File: src/rtl/assert_macros.svh
// Assertion macros shared by the deframer RTL.
`ifndef ASSERT_MACROS_SVH
`define ASSERT_MACROS_SVH

// Property checked at every rising clock edge outside reset.
`define WSD_ASSERT(label, clk, rst_n, prop, msg) \
  label: assert property (@(posedge clk) disable iff (!rst_n) (prop)) else $error(msg);

// Condition that must never hold outside reset.
`define WSD_NEVER(label, clk, rst_n, cond, msg) \
  label: assert property (@(posedge clk) disable iff (!rst_n) !(cond)) else $error(msg);

`endif

File: src/rtl/wsd_pkg.sv
// Types and constants of the WebSocket frame deframer.
package wsd_pkg;

  localparam int unsigned LenW = 24;

  typedef enum logic [2:0] {
    PH_FIRST   = 3'd0,
    PH_SECOND  = 3'd1,
    PH_EXT16   = 3'd2,
    PH_EXT64   = 3'd3,
    PH_MASK    = 3'd4,
    PH_PAYLOAD = 3'd5,
    PH_ERROR   = 3'd6
  } phase_e;

  typedef enum logic [1:0] {
    KIND_HEADER = 2'd0,
    KIND_DATA   = 2'd1,
    KIND_ERROR  = 2'd2
  } kind_e;

  localparam logic ERR_UPPER_BYTES = 1'b0;
  localparam logic ERR_TOO_LONG    = 1'b1;

  localparam logic [6:0] LEN7_EXT16 = 7'd126;
  localparam logic [6:0] LEN7_EXT64 = 7'd127;
  localparam logic [LenW-1:0] MAX_PAYLOAD_RESET = 24'h100000;

  // Byte positions inside the extended length and the mask key.
  localparam logic [2:0] EXT16_BYTES     = 3'd2;
  localparam logic [2:0] EXT64_UPPER     = 3'd5;
  localparam logic [2:0] EXT64_LAST_IDX  = 3'd7;
  localparam logic [2:0] MASK_KEY_BYTES  = 3'd4;

  typedef struct packed {
    kind_e           kind;
    logic [7:0]      fin_opcode;
    logic [LenW-1:0] frame_len;
    logic [7:0]      data;
    logic            last;
    logic            error_code;
  } res_t;

endpackage

File: src/rtl/wsd_parser.sv
// Header parser and payload unmasker: one byte per transfer, one result at most.
`include "assert_macros.svh"

module wsd_parser (
  input  logic                     clk_i,
  input  logic                     rst_ni,
  input  logic                     accept_i,
  input  logic [7:0]               rx_byte_i,
  input  logic                     cfg_we_i,
  input  logic [wsd_pkg::LenW-1:0] cfg_wdata_i,
  output logic                     res_valid_o,
  output wsd_pkg::res_t            res_o
);
  import wsd_pkg::*;

  phase_e          phase_q, phase_d;
  logic [7:0]      first_q, first_d;
  logic            mask_on_q, mask_on_d;
  logic [2:0]      cnt_q, cnt_d;
  logic [LenW-1:0] len_q, len_d;
  logic [31:0]     key_q, key_d;
  logic [LenW-1:0] rem_q, rem_d;
  logic [1:0]      idx_q, idx_d;
  logic            ovf_q, ovf_d;
  logic [LenW-1:0] max_q;

  logic            len_done;
  logic            hdr;
  logic [7:0]      key_byte;

  always_comb begin
    phase_d     = phase_q;
    first_d     = first_q;
    mask_on_d   = mask_on_q;
    cnt_d       = cnt_q;
    len_d       = len_q;
    key_d       = key_q;
    rem_d       = rem_q;
    idx_d       = idx_q;
    ovf_d       = ovf_q;
    len_done    = 1'b0;
    hdr         = 1'b0;
    key_byte    = 8'd0;
    res_valid_o = 1'b0;
    res_o.kind       = KIND_HEADER;
    res_o.data       = 8'd0;
    res_o.last       = 1'b0;
    res_o.error_code = 1'b0;

    unique case (phase_q)
      PH_FIRST: begin
        first_d = rx_byte_i;
        phase_d = PH_SECOND;
      end
      PH_SECOND: begin
        mask_on_d = rx_byte_i[7];
        key_d     = '0;
        cnt_d     = '0;
        ovf_d     = 1'b0;
        len_d     = '0;
        if (rx_byte_i[6:0] == LEN7_EXT64) begin
          phase_d = PH_EXT64;
        end else if (rx_byte_i[6:0] == LEN7_EXT16) begin
          phase_d = PH_EXT16;
        end else begin
          len_d    = {{(LenW-7){1'b0}}, rx_byte_i[6:0]};
          len_done = 1'b1;
        end
      end
      PH_EXT16: begin
        len_d = {len_q[LenW-9:0], rx_byte_i};
        cnt_d = cnt_q + 3'd1;
        len_done = (cnt_d >= EXT16_BYTES);
      end
      PH_EXT64: begin
        // Only the low three length bytes are kept; the upper five must be zero.
        if (cnt_q < EXT64_UPPER && rx_byte_i != 8'd0) begin
          ovf_d = 1'b1;
        end
        len_d = {len_q[LenW-9:0], rx_byte_i};
        if (cnt_q < EXT64_LAST_IDX) begin
          cnt_d = cnt_q + 3'd1;
        end else begin
          cnt_d    = '0;
          len_done = 1'b1;
        end
      end
      PH_MASK: begin
        key_d[{cnt_q[1:0], 3'b000} +: 8] = key_q[{cnt_q[1:0], 3'b000} +: 8] | rx_byte_i;
        cnt_d = cnt_q + 3'd1;
        if (cnt_d >= MASK_KEY_BYTES) begin
          cnt_d = '0;
          hdr   = 1'b1;
        end
      end
      PH_PAYLOAD: begin
        key_byte    = mask_on_q ? key_q[{idx_q, 3'b000} +: 8] : 8'd0;
        idx_d       = idx_q + 2'd1;
        rem_d       = rem_q - 24'd1;
        if (rem_d == '0) begin
          phase_d = PH_FIRST;
        end
        res_valid_o = 1'b1;
        res_o.kind  = KIND_DATA;
        res_o.data  = rx_byte_i ^ key_byte;
        res_o.last  = (rem_d == '0);
      end
      PH_ERROR: begin
        phase_d = PH_ERROR;
      end
      default: begin
        phase_d = PH_ERROR;
      end
    endcase

    if (len_done) begin
      if (ovf_d) begin
        phase_d          = PH_ERROR;
        res_valid_o      = 1'b1;
        res_o.kind       = KIND_ERROR;
        res_o.error_code = ERR_UPPER_BYTES;
      end else if (len_d > max_q) begin
        phase_d          = PH_ERROR;
        res_valid_o      = 1'b1;
        res_o.kind       = KIND_ERROR;
        res_o.error_code = ERR_TOO_LONG;
      end else if (mask_on_d) begin
        phase_d = PH_MASK;
        cnt_d   = '0;
      end else begin
        hdr = 1'b1;
      end
    end

    if (hdr) begin
      rem_d       = len_d;
      idx_d       = '0;
      phase_d     = (len_d != '0) ? PH_PAYLOAD : PH_FIRST;
      res_valid_o = 1'b1;
      res_o.kind  = KIND_HEADER;
      res_o.last  = (len_d == '0);
    end

    res_o.fin_opcode = first_d;
    res_o.frame_len  = len_d;
    res_valid_o      = res_valid_o & accept_i;
  end

  always_ff @(posedge clk_i or negedge rst_ni) begin
    if (!rst_ni) begin
      phase_q   <= PH_FIRST;
      first_q   <= '0;
      mask_on_q <= 1'b0;
      cnt_q     <= '0;
      len_q     <= '0;
      key_q     <= '0;
      rem_q     <= '0;
      idx_q     <= '0;
      ovf_q     <= 1'b0;
    end else if (accept_i) begin
      phase_q   <= phase_d;
      first_q   <= first_d;
      mask_on_q <= mask_on_d;
      cnt_q     <= cnt_d;
      len_q     <= len_d;
      key_q     <= key_d;
      rem_q     <= rem_d;
      idx_q     <= idx_d;
      ovf_q     <= ovf_d;
    end
  end

  always_ff @(posedge clk_i or negedge rst_ni) begin
    if (!rst_ni) begin
      max_q <= MAX_PAYLOAD_RESET;
    end else if (cfg_we_i) begin
      max_q <= cfg_wdata_i;
    end
  end

  `WSD_ASSERT(a_error_sticky, clk_i, rst_ni, phase_q == PH_ERROR |=> phase_q == PH_ERROR, "error state left before reset")
  `WSD_ASSERT(a_data_in_payload, clk_i, rst_ni, (res_valid_o && res_o.kind == KIND_DATA) |-> phase_q == PH_PAYLOAD, "payload result outside payload phase")
  `WSD_NEVER(a_error_not_last, clk_i, rst_ni, res_valid_o && res_o.kind == KIND_ERROR && res_o.last, "error result marked last")

endmodule

File: src/rtl/wsd_out_fifo.sv
// Two-entry result queue that decouples the parser from a stalled consumer.
`include "assert_macros.svh"

module wsd_out_fifo (
  input  logic          clk_i,
  input  logic          rst_ni,
  input  logic          push_i,
  input  wsd_pkg::res_t push_data_i,
  output logic          full_o,
  output logic          out_valid_o,
  input  logic          out_stall_i,
  output wsd_pkg::res_t out_data_o
);
  import wsd_pkg::*;

  res_t       mem_q [2];
  logic       wr_ptr_q;
  logic       rd_ptr_q;
  logic [1:0] count_q;
  logic       pop;

  assign out_valid_o = (count_q != 2'd0);
  assign full_o      = (count_q == 2'd2);
  assign pop         = out_valid_o && !out_stall_i;
  assign out_data_o  = mem_q[rd_ptr_q];

  always_ff @(posedge clk_i) begin
    if (push_i) begin
      mem_q[wr_ptr_q] <= push_data_i;
    end
  end

  always_ff @(posedge clk_i or negedge rst_ni) begin
    if (!rst_ni) begin
      wr_ptr_q <= 1'b0;
      rd_ptr_q <= 1'b0;
      count_q  <= 2'd0;
    end else begin
      if (push_i) begin
        wr_ptr_q <= ~wr_ptr_q;
      end
      if (pop) begin
        rd_ptr_q <= ~rd_ptr_q;
      end
      case ({push_i, pop})
        2'b10:   count_q <= count_q + 2'd1;
        2'b01:   count_q <= count_q - 2'd1;
        default: count_q <= count_q;
      endcase
    end
  end

  `WSD_NEVER(a_no_overflow, clk_i, rst_ni, push_i && full_o, "result pushed into a full queue")
  `WSD_ASSERT(a_count_up, clk_i, rst_ni, (push_i && !pop) |=> count_q == $past(count_q) + 2'd1, "queue count did not grow on push")
  `WSD_NEVER(a_count_range, clk_i, rst_ni, count_q == 2'd3, "queue count out of range")

endmodule

File: src/rtl/websocket_frame_deframer.sv
// Each result is written into the result queue and offered on out_valid_o from there.
// Throughput: one byte per cycle while in_stall_o is low.
// A two-entry result queue lets bytes keep coming while a result waits to transfer.
// in_stall_o rises only when that queue is full.
// Reset: asynchronous, active low; parser waits for a first header byte, max_payload = 0x100000.
// An error result is sticky: later bytes are taken and dropped until reset.
module websocket_frame_deframer (
  input  logic                     clk_i,
  input  logic                     rst_ni,
  input  logic                     cfg_we_i,
  input  logic [wsd_pkg::LenW-1:0] cfg_wdata_i,
  input  logic                     in_valid_i,
  output logic                     in_stall_o,
  input  logic [7:0]               rx_byte_i,
  output logic                     out_valid_o,
  input  logic                     out_stall_i,
  output logic [1:0]               kind_o,
  output logic [7:0]               fin_opcode_o,
  output logic [wsd_pkg::LenW-1:0] frame_len_o,
  output logic [7:0]               data_o,
  output logic                     last_o,
  output logic                     error_code_o
);
  import wsd_pkg::*;

  logic accept;
  logic res_valid;
  logic full;
  res_t res;
  res_t head;

  assign in_stall_o = full;
  assign accept     = in_valid_i && !full;

  wsd_parser u_parser (
    .clk_i       (clk_i),
    .rst_ni      (rst_ni),
    .accept_i    (accept),
    .rx_byte_i   (rx_byte_i),
    .cfg_we_i    (cfg_we_i),
    .cfg_wdata_i (cfg_wdata_i),
    .res_valid_o (res_valid),
    .res_o       (res)
  );

  wsd_out_fifo u_out_fifo (
    .clk_i       (clk_i),
    .rst_ni      (rst_ni),
    .push_i      (res_valid),
    .push_data_i (res),
    .full_o      (full),
    .out_valid_o (out_valid_o),
    .out_stall_i (out_stall_i),
    .out_data_o  (head)
  );

  assign kind_o       = head.kind;
  assign fin_opcode_o = head.fin_opcode;
  assign frame_len_o  = head.frame_len;
  assign data_o       = head.data;
  assign last_o       = head.last;
  assign error_code_o = head.error_code;

endmodule
File: config.mk
export PLATFORM = sky130hd
export DESIGN_NAME = websocket_frame_deframer
export DESIGN_NICKNAME = d
export VERILOG_FILES = /design/src/rtl/wsd_pkg.sv /design/src/rtl/wsd_parser.sv /design/src/rtl/wsd_out_fifo.sv /design/src/rtl/websocket_frame_deframer.sv
export VERILOG_INCLUDE_DIRS = /design/src /design/src/rtl
export SDC_FILE = /design/constraint.sdc
export NUM_CORES = 1
export LEC_CHECK = 0
export ABC_AREA = 1
export BUFFER_PORTS_ARGS = -buffer_cell sky130_fd_sc_hd__buf_2
export CAP_MARGIN = 20
export CORE_MARGIN = 10
export CORE_UTILIZATION = 55
export CTS_CLUSTER_DIAMETER = 40
export DETAILED_ROUTE_END_ITERATION = 8
export PLACE_DENSITY = 0.74
export SLEW_MARGIN = 20
export SYNTH_ARGS = -nofsm -noshare
export SYNTH_HDL_FRONTEND = slang
export SYNTH_SLANG_ARGS = --single-unit
File: constraint.sdc
create_clock -name clk_i -period 11.4 [get_ports clk_i]
set_input_delay 1.14 -clock clk_i [delete_from_list [all_inputs] [get_ports clk_i]]
set_output_delay 1.14 -clock clk_i [all_outputs]
set_load 0.02 [all_outputs]
==> results of run 1 <==
==> power by group <==
part | total (mW) | switching [mW] | leakage, nW | internal (mW)
Sequential | 1.21 | 0.144 | 2.48 | 1.07
Clock | 0.852 | 0.348 | 0.458 | 0.504
Combinational | 1.65 | 1.17 | 3.09 | 0.484
Total | 3.72 | 1.66 | 6.03 | 2.06
==> registers in the layout, indices dropped and copies added, names as in the netlist <==
name,cells
u_out_fifo.mem_q,88
u_parser.key_q,32
u_parser.len_q,24
u_parser.max_q,24
u_parser.rem_q,24
u_parser.first_q,8
u_parser.cnt_q,3
u_parser.phase_q,3
u_out_fifo.count_q,2
u_parser.idx_q,2
u_out_fifo.rd_ptr_q,1
u_out_fifo.wr_ptr_q,1
u_parser.mask_on_q,1
u_parser.ovf_q,1
==> area by class of cell <==
class,count,area [um^2],share of cell area [%]
Inverter,131,492,3.88
Timing Repair Buffer,100,548,4.33
Tap cell,265,332,2.62
Sequential cell,214,5800,45.7
Clock buffer,33,751,5.92
Clock inverter,19,183,1.44
Multi-Input combinational cell,956,4570,36.1
==> worst paths after layout <==
check,to,slack [ns],cells past startpoint,startpoint
max,u_out_fifo.mem_q[1][7],6.51,24,rx_byte_i[3]
min,u_parser.first_q[0],0.49,2,u_parser.first_q[0]
max reg2reg,u_out_fifo.mem_q[1][7],6.52,20,u_parser.phase_q[0]
min reg2reg,u_parser.first_q[0],0.49,2,u_parser.first_q[0]
max in group asynchronous,u_parser.len_q[4],9.22,3,rst_ni
min in group asynchronous,u_parser.first_q[6],0.57,1,rst_ni
==> cells by family (layout without fill, tap and decap cells) <==
logic type	after synthesis	after routing	synth area share, %
buffers and inverters	181	283	6.45
AND/OR/NAND/NOR	651	651	23.4
XOR/XNOR	13	13	1.03
flip-flops	214	214	52.4
AO/OA/AOI/OAI	260	260	13.2
multiplexers	1	1	0.102
adder cells (fa/ha/maj)	31	31	3.50
==> critical path, stage by stage <==
cell	delay (ns)
buf_2	0.12
inv_1	0.10
nor2_1	0.20
nand2_1	0.10
nand2_1	0.09
nand2_1	0.14
a22oi_1	0.40
inv_1	0.13
ha_1	0.31
a21oi_1	0.13
o21ai_0	0.11
nand2_1	0.07
nand2_1	0.05
nand2_1	0.05
nand3_1	0.06
nand2_1	0.14
nand2_1	0.09
nand2_2	0.47
o21ai_2	0.08
buf_4	0.26
nand2_1	0.12
inv_2	0.07
nor2_4	0.07
buf_4	0.53
==> through the flow <==
stage	std cells	setup WS, ns
6_report	1718	6.51
2_1_floorplan	1351	5.81
3_3_place_gp	1666	6.24
4_1_cts	1718	6.54
5_1_grt	1718	5.99
3_5_place_dp	1666	6.07
==> synthesized netlist by cell type (all sizes together), types with 2 or more instances <==
cell    instances  share of area, %
nand2         483                16
inv           129               4.4
a21oi          58               2.6
clkinv          2             0.068
nor3           12              0.59
edfxtp         88                24
xnor2           7              0.55
o22ai          16              0.90
nand3b          2              0.14
o32ai           8              0.63
a22oi           7              0.60
a31oi           2              0.11
a211oi          8              0.54
dfrtp         125                28
nor2          111               3.9
buf            17              0.89
ha             31               3.5
o31ai           8              0.54
o21ai         141               6.4
nand3          25               1.1
clkbuf         33               1.1
o21a            9              0.61
nand4          16               1.0
xor2            6              0.47
==> per-layer routing <==
metal | vias up | part of all wire, % | track usage [%]
met5 | - | 0 | 0
met4 | 0 | 2.1 | 5.79
met3 | 43 | 6.8 | 3.31
met2 | 333 | 45 | 34.0
met1 | 4314 | 46 | 30.9
li1 | 4604 | - | -
==> reports/metrics.csv, run 1 <==
metric,value,unit
status,completed,
final_cell_area,0.0127,mm^2
dieArea,0.0262,mm^2
synth_area,0.0111,mm^2
layout_common_cells,"nand2_1, o21ai_0, dfrtp_1, inv_1, nor2_1",
tightest_slew,0.879,ns
drive_gt1_share,12.1,%
final_max_slew_viol_count,0,
skew,0.0152,ns
antenna_found_initial,0,
hpwl,20.2,mm
io_pins,83,
wl_per_cell,16.8,um
synth_edf_count,88,
grt_pass1_vias,8812,
grt.overflow.total,0,
final_util,64.5,%
fin_crit_sh,42.9,%
clk_pin_slew,0.06,ns
cts_tree,yes,
p_per_area,293,mW/mm^2
ys_seq_area_share,52.4,%
fin_crit,4.89,ns
timing.slew.headroom,41.4,%
syn2layout_area_growth,14.5,%
grt_max_degree,49,
worstSetupPathType,in -> reg,
setup_violations,0,
vias_per_cell,5.41,
fp.dieW,162,um
final_common_cell,nand2_1,
numCtsBuffers,28,
critPathMaxFanout,44,
drt-total-wl,28.8,mm
worst_setup_path_end_kind,register,
diodes,0,
syn_nets,1419,
required,11.58,ns
finalHoldViolCount,0,
dpl-instance-area,0.0117,mm^2
worstPathArrival,5.07,ns
maxCapViolations,0,
fp-row-count,51,
yosys_most_used_dff,dfrtp_1,
syn_avg_cell_area,8.19,um^2
htree_levels,1,
min_path_type,reg -> reg,
ant_nets,0,
io_buffers,82,
fmax,0.204,GHz
cts_resized,0,
peakVddDrop,0.200,mV
gp_congestion,0.946,
core_area,0.0197,mm^2
dieHeight,162,um
synth-async-reset-ratio,58.9,%
fin_tns_setup,0,ns
dr.pass1.iters,6,
drt_iter0_markers,1057,
synth_seq_cells,214,
yosys_warnings,0,
critPathLaunchType,input port,
whs,0.489,ns
grt_use_total,21.7,%
start_util,56.3,%
clkSinkCount,214,
synth_cell_types,43,
vias,9294,
drc,0,
num-nets-final,1499,
grt_first_pass_wirelength,46.9,mm
fillCellCount,1679,
clk_path_buf_depth,3,
syn_inst,1351,
post_cts_buffers,0,
clk-insertion-delay-late,0.55,ns
p_leak,6.03,nW
total_power,3.72,mW
cts_root_buf,clkbuf_16,
holdBufCountCts,0,
rsz0062_at_grt,false,
(Power assumes the default switching activity.)
==> run 2, diff against run 1 <==
--- a/config.mk
+++ b/config.mk
@@ -6,14 +6,14 @@
 export SDC_FILE = /design/constraint.sdc
 export NUM_CORES = 1
 export LEC_CHECK = 0
-export ABC_AREA = 1
+export ABC_AREA = 0
 export BUFFER_PORTS_ARGS = -buffer_cell sky130_fd_sc_hd__buf_2
 export CAP_MARGIN = 20
 export CORE_MARGIN = 10
 export CORE_UTILIZATION = 55
 export CTS_CLUSTER_DIAMETER = 40
 export DETAILED_ROUTE_END_ITERATION = 8
-export PLACE_DENSITY = 0.74
+export PLACE_DENSITY = 0.77
 export SLEW_MARGIN = 20
 export SYNTH_ARGS = -nofsm -noshare
 export SYNTH_HDL_FRONTEND = slang
==> constraint.sdc (replaced) <==
create_clock -name clk_i -period 4.4 [get_ports clk_i]
set_input_delay 0.44 -clock clk_i [delete_from_list [all_inputs] [get_ports clk_i]]
set_output_delay 0.44 -clock clk_i [all_outputs]
set_load 0.02 [all_outputs]
==> reports/metrics.csv, run 2 <==
metric,value,unit,change
numCtsBuffers,29,,+3.6%
timing.slew.headroom,29.6,%,-12 points
post_cts_buffers,0,,unchanged
critPathLaunchType,register,,
gp_congestion,0.926,,-2.0%
core_area,0.0195,mm^2,-0.65%
synth_common_cells,"nand2_1, dfrtp_1, o21ai_0",,
fin_crit_sh,91.0,%,
fp-row-count,51,,unchanged
drt-total-wl,26.9,mm,-6.7%
synth_xor_area_share,1.44,%,+0.41 points
status,completed,,
io_pins,83,,unchanged
io_buffers,82,,unchanged
final_common_cell,nand2_1,,
r2r_cells,16,,-20%
vias,8372,,-9.9%
drt_iter0_markers,924,,-13%
place_inst,1330,,-20%
grt_first_pass_wirelength,43.5,mm,-7.3%
tightest_slew,1.06,ns,+0.178 ns
reg.largest.list,"u_out_fifo.mem_q (88), u_parser.key_q (32)",,
required,4.87,ns,-6.71 ns
yosys_most_used_dff,dfrtp_1,,
synth_top_family_by_area,compound AO/OA/AOI/OAI gates,,
final_max_slew_viol_count,0,,unchanged
clk-insertion-delay-late,0.54,ns,about the same
multiInputGateArea,0.00463,mm^2,+1.4%
largest_reg_flops,88,,unchanged
worstPathArrival,4.47,ns,-0.60 ns
synth_compound_area_share,15.1,%,+1.9 points
place_ws,0.366,ns,-5.71 ns
maxCapViolations,0,,unchanged
yosys_warnings,0,,unchanged
min_path_type,in -> async,,
fin_tns_setup,0,ns,unchanged
peakVddDrop,0.324,mV,+62%
fin_cells,1384,,-19%
synth_area,0.0109,mm^2,-1.3%
ys_seq_area_share,53.1,%,+0.71 points
synth-adder-area-share,3.55,%,+0.047 points
grt.overflow.total,0,,unchanged
fin_crit,4.00,ns,
diodes,0,,unchanged
fmax,0.250,GHz,
synth_mux_area_share,9.15,%,+9.1 points
drc,0,,unchanged
wl_per_cell,19.4,um,+16%
grt_max_degree,71,,+45%
dieArea,0.0259,mm^2,-1.2%
reg2reg_to,u_out_fifo.count_q[1],,
yosysMostFrequentCell,nand2_1,,
drive_gt1_share,23.0,%,+11 points
finalHoldViolCount,0,,unchanged
worstSetupPathType,reg -> reg,,
yosysTopAreaCellShare,28.6,%,+0.38 points
worst_slack,0.396,ns,-6.11 ns
fp.dieW,161,um,-0.59%
grt_use_total,20.4,%,-1.4 points
synth_cell_types,76,,+77%
htree_levels,1,,unchanged
num-nets-final,1164,,-22%
worst_setup_path_end_kind,register,,
yosys.area_share.simple,13.0,%,-10 points
vias_per_cell,6.05,,+12%
hpwl,18.8,mm,-6.7%
synth-async-reset-ratio,58.9,%,unchanged
critPathMaxFanout,12,,-73%
start_util,55.9,%,-0.39 points
cts_resized,0,,unchanged
dieHeight,161,um,-0.59%
clk_pin_slew,0.06,ns,about the same
rrSetupSlack,0.40,ns,-6.12 ns
rsz0062_at_grt,false,,
synth_edf_count,88,,unchanged
holdBufCountCts,0,,unchanged
r2r_start,u_parser.phase_q[0],,
cts_root_buf,clkbuf_16,,
ant_nets,0,,unchanged
synth_seq_cells,214,,unchanged
syn2layout_area_growth,15.8,%,
syn_inst,1010,,-25%
seq_area,0.00580,mm^2,about the same
clkSinkCount,214,,unchanged
syn_avg_cell_area,10.8,um^2,+32%
dr.pass1.iters,5,,-1
p_leak,5.48,nW,-9.1%
grt_pass1_vias,8002,,-9.2%
p_per_area,666,mW/mm^2,+130%
fillCellCount,1491,,-11%
antenna_found_initial,0,,unchanged
top_register,u_out_fifo.mem_q,,
syn_nets,1078,,-24%
skew,0.0140,ns,-0.00120 ns
cts_tree,yes,,
layout_common_cells,"nand2_1, dfrtp_1, o21ai_0, edfxtp_1, buf_2",,
clk_path_buf_depth,3,,unchanged
synth_top_cells_by_area,"dfrtp_1, edfxtp_1, mux2_2",,
synth_top_area_cell,dfrtp_1,,
setup_violations,0,,unchanged
==> run 2: how the worst max path moves through the flow <==
stage	from	to	slack, ns	cells past startpoint
2_1_floorplan	u_parser.phase_q[0]	u_out_fifo.mem_q[0][0]	-0.21	15
3_3_place_gp	rx_byte_i[2]	u_out_fifo.mem_q[1][38]	0.45	16
3_5_place_dp	rx_byte_i[2]	u_out_fifo.mem_q[0][38]	0.37	15
4_1_cts	u_parser.phase_q[1]	u_out_fifo.count_q[1]	0.37	14
5_1_grt	u_parser.phase_q[1]	u_out_fifo.count_q[1]	0.03	14
6_report	u_parser.phase_q[0]	u_out_fifo.count_q[1]	0.40	16
==> run 2: critical path: stages (launching register included) <==
cell and delay (ns):
dfrtp_1 0.38, buf_4 0.19, nor3b_2 0.18, o21ai_1 0.15, nand2_1 0.14, a22oi_1 0.51, inv_1 0.16, ha_1 0.36
o211ai_1 0.11, a21oi_1 0.14, o22ai_1 0.14, nor4b_4 0.19, or2_1 0.28, o31ai_4 0.37, ha_1 0.34, nor2_1 0.14
xor2_1 0.16
==> run 2: power by group <==
group	leakage (nW)	internal (mW)	total, mW	switching [mW]
Sequential	2.45	2.69	3.20	0.503
Clock	0.473	1.40	2.33	0.935
Combinational	2.57	1.17	2.89	1.73
Total	5.48	5.26	8.42	3.16
==> run 2: final cells by class <==
type	count	share of cell area [%]
flip-flops and latches	214	45.8
multi-input cells	678	36.6
clock buffers	35	6.07
repair buffers	110	5.22
well taps	265	2.62
inverters	63	1.87
clock inverters	19	1.73
==> run 2: kinds of logic (layout without fill, tap and decap cells) <==
kind of cell	Yosys count	after routing
fa+ha+maj	31	31
buf+inv	118	227
compound gates	253	253
xor+xnor	18	18
simple gates	303	303
mux	73	73
flops	214	214
==> run 2: through the flow <==
step / util (%) / area (um^2) / total power [mW] / hold WS [ns]
4_1_cts: 64.8 / 12600 / 8.44 / 0.0762
3_5_place_dp: 59.7 / 11700 / 6.08 / 0.459
3_3_place_gp: 59.7 / 11700 / 6.00 / 0.453
6_report: 64.8 / 12600 / 8.42 / 0.0260
2_1_floorplan: - / 10900 / 5.18 / 0.144
5_1_grt: 64.8 / 12600 / 8.86 / 0.118
==> run 2: per-layer routing <==
layer	GRT usage [%]	vias up	share of wire, %
met2	31.5	369	46
met4	5.38	0	2.0
li1	-	3826	-
met1	29.4	4128	44
met3	2.97	49	7.7
met5	0	-	0
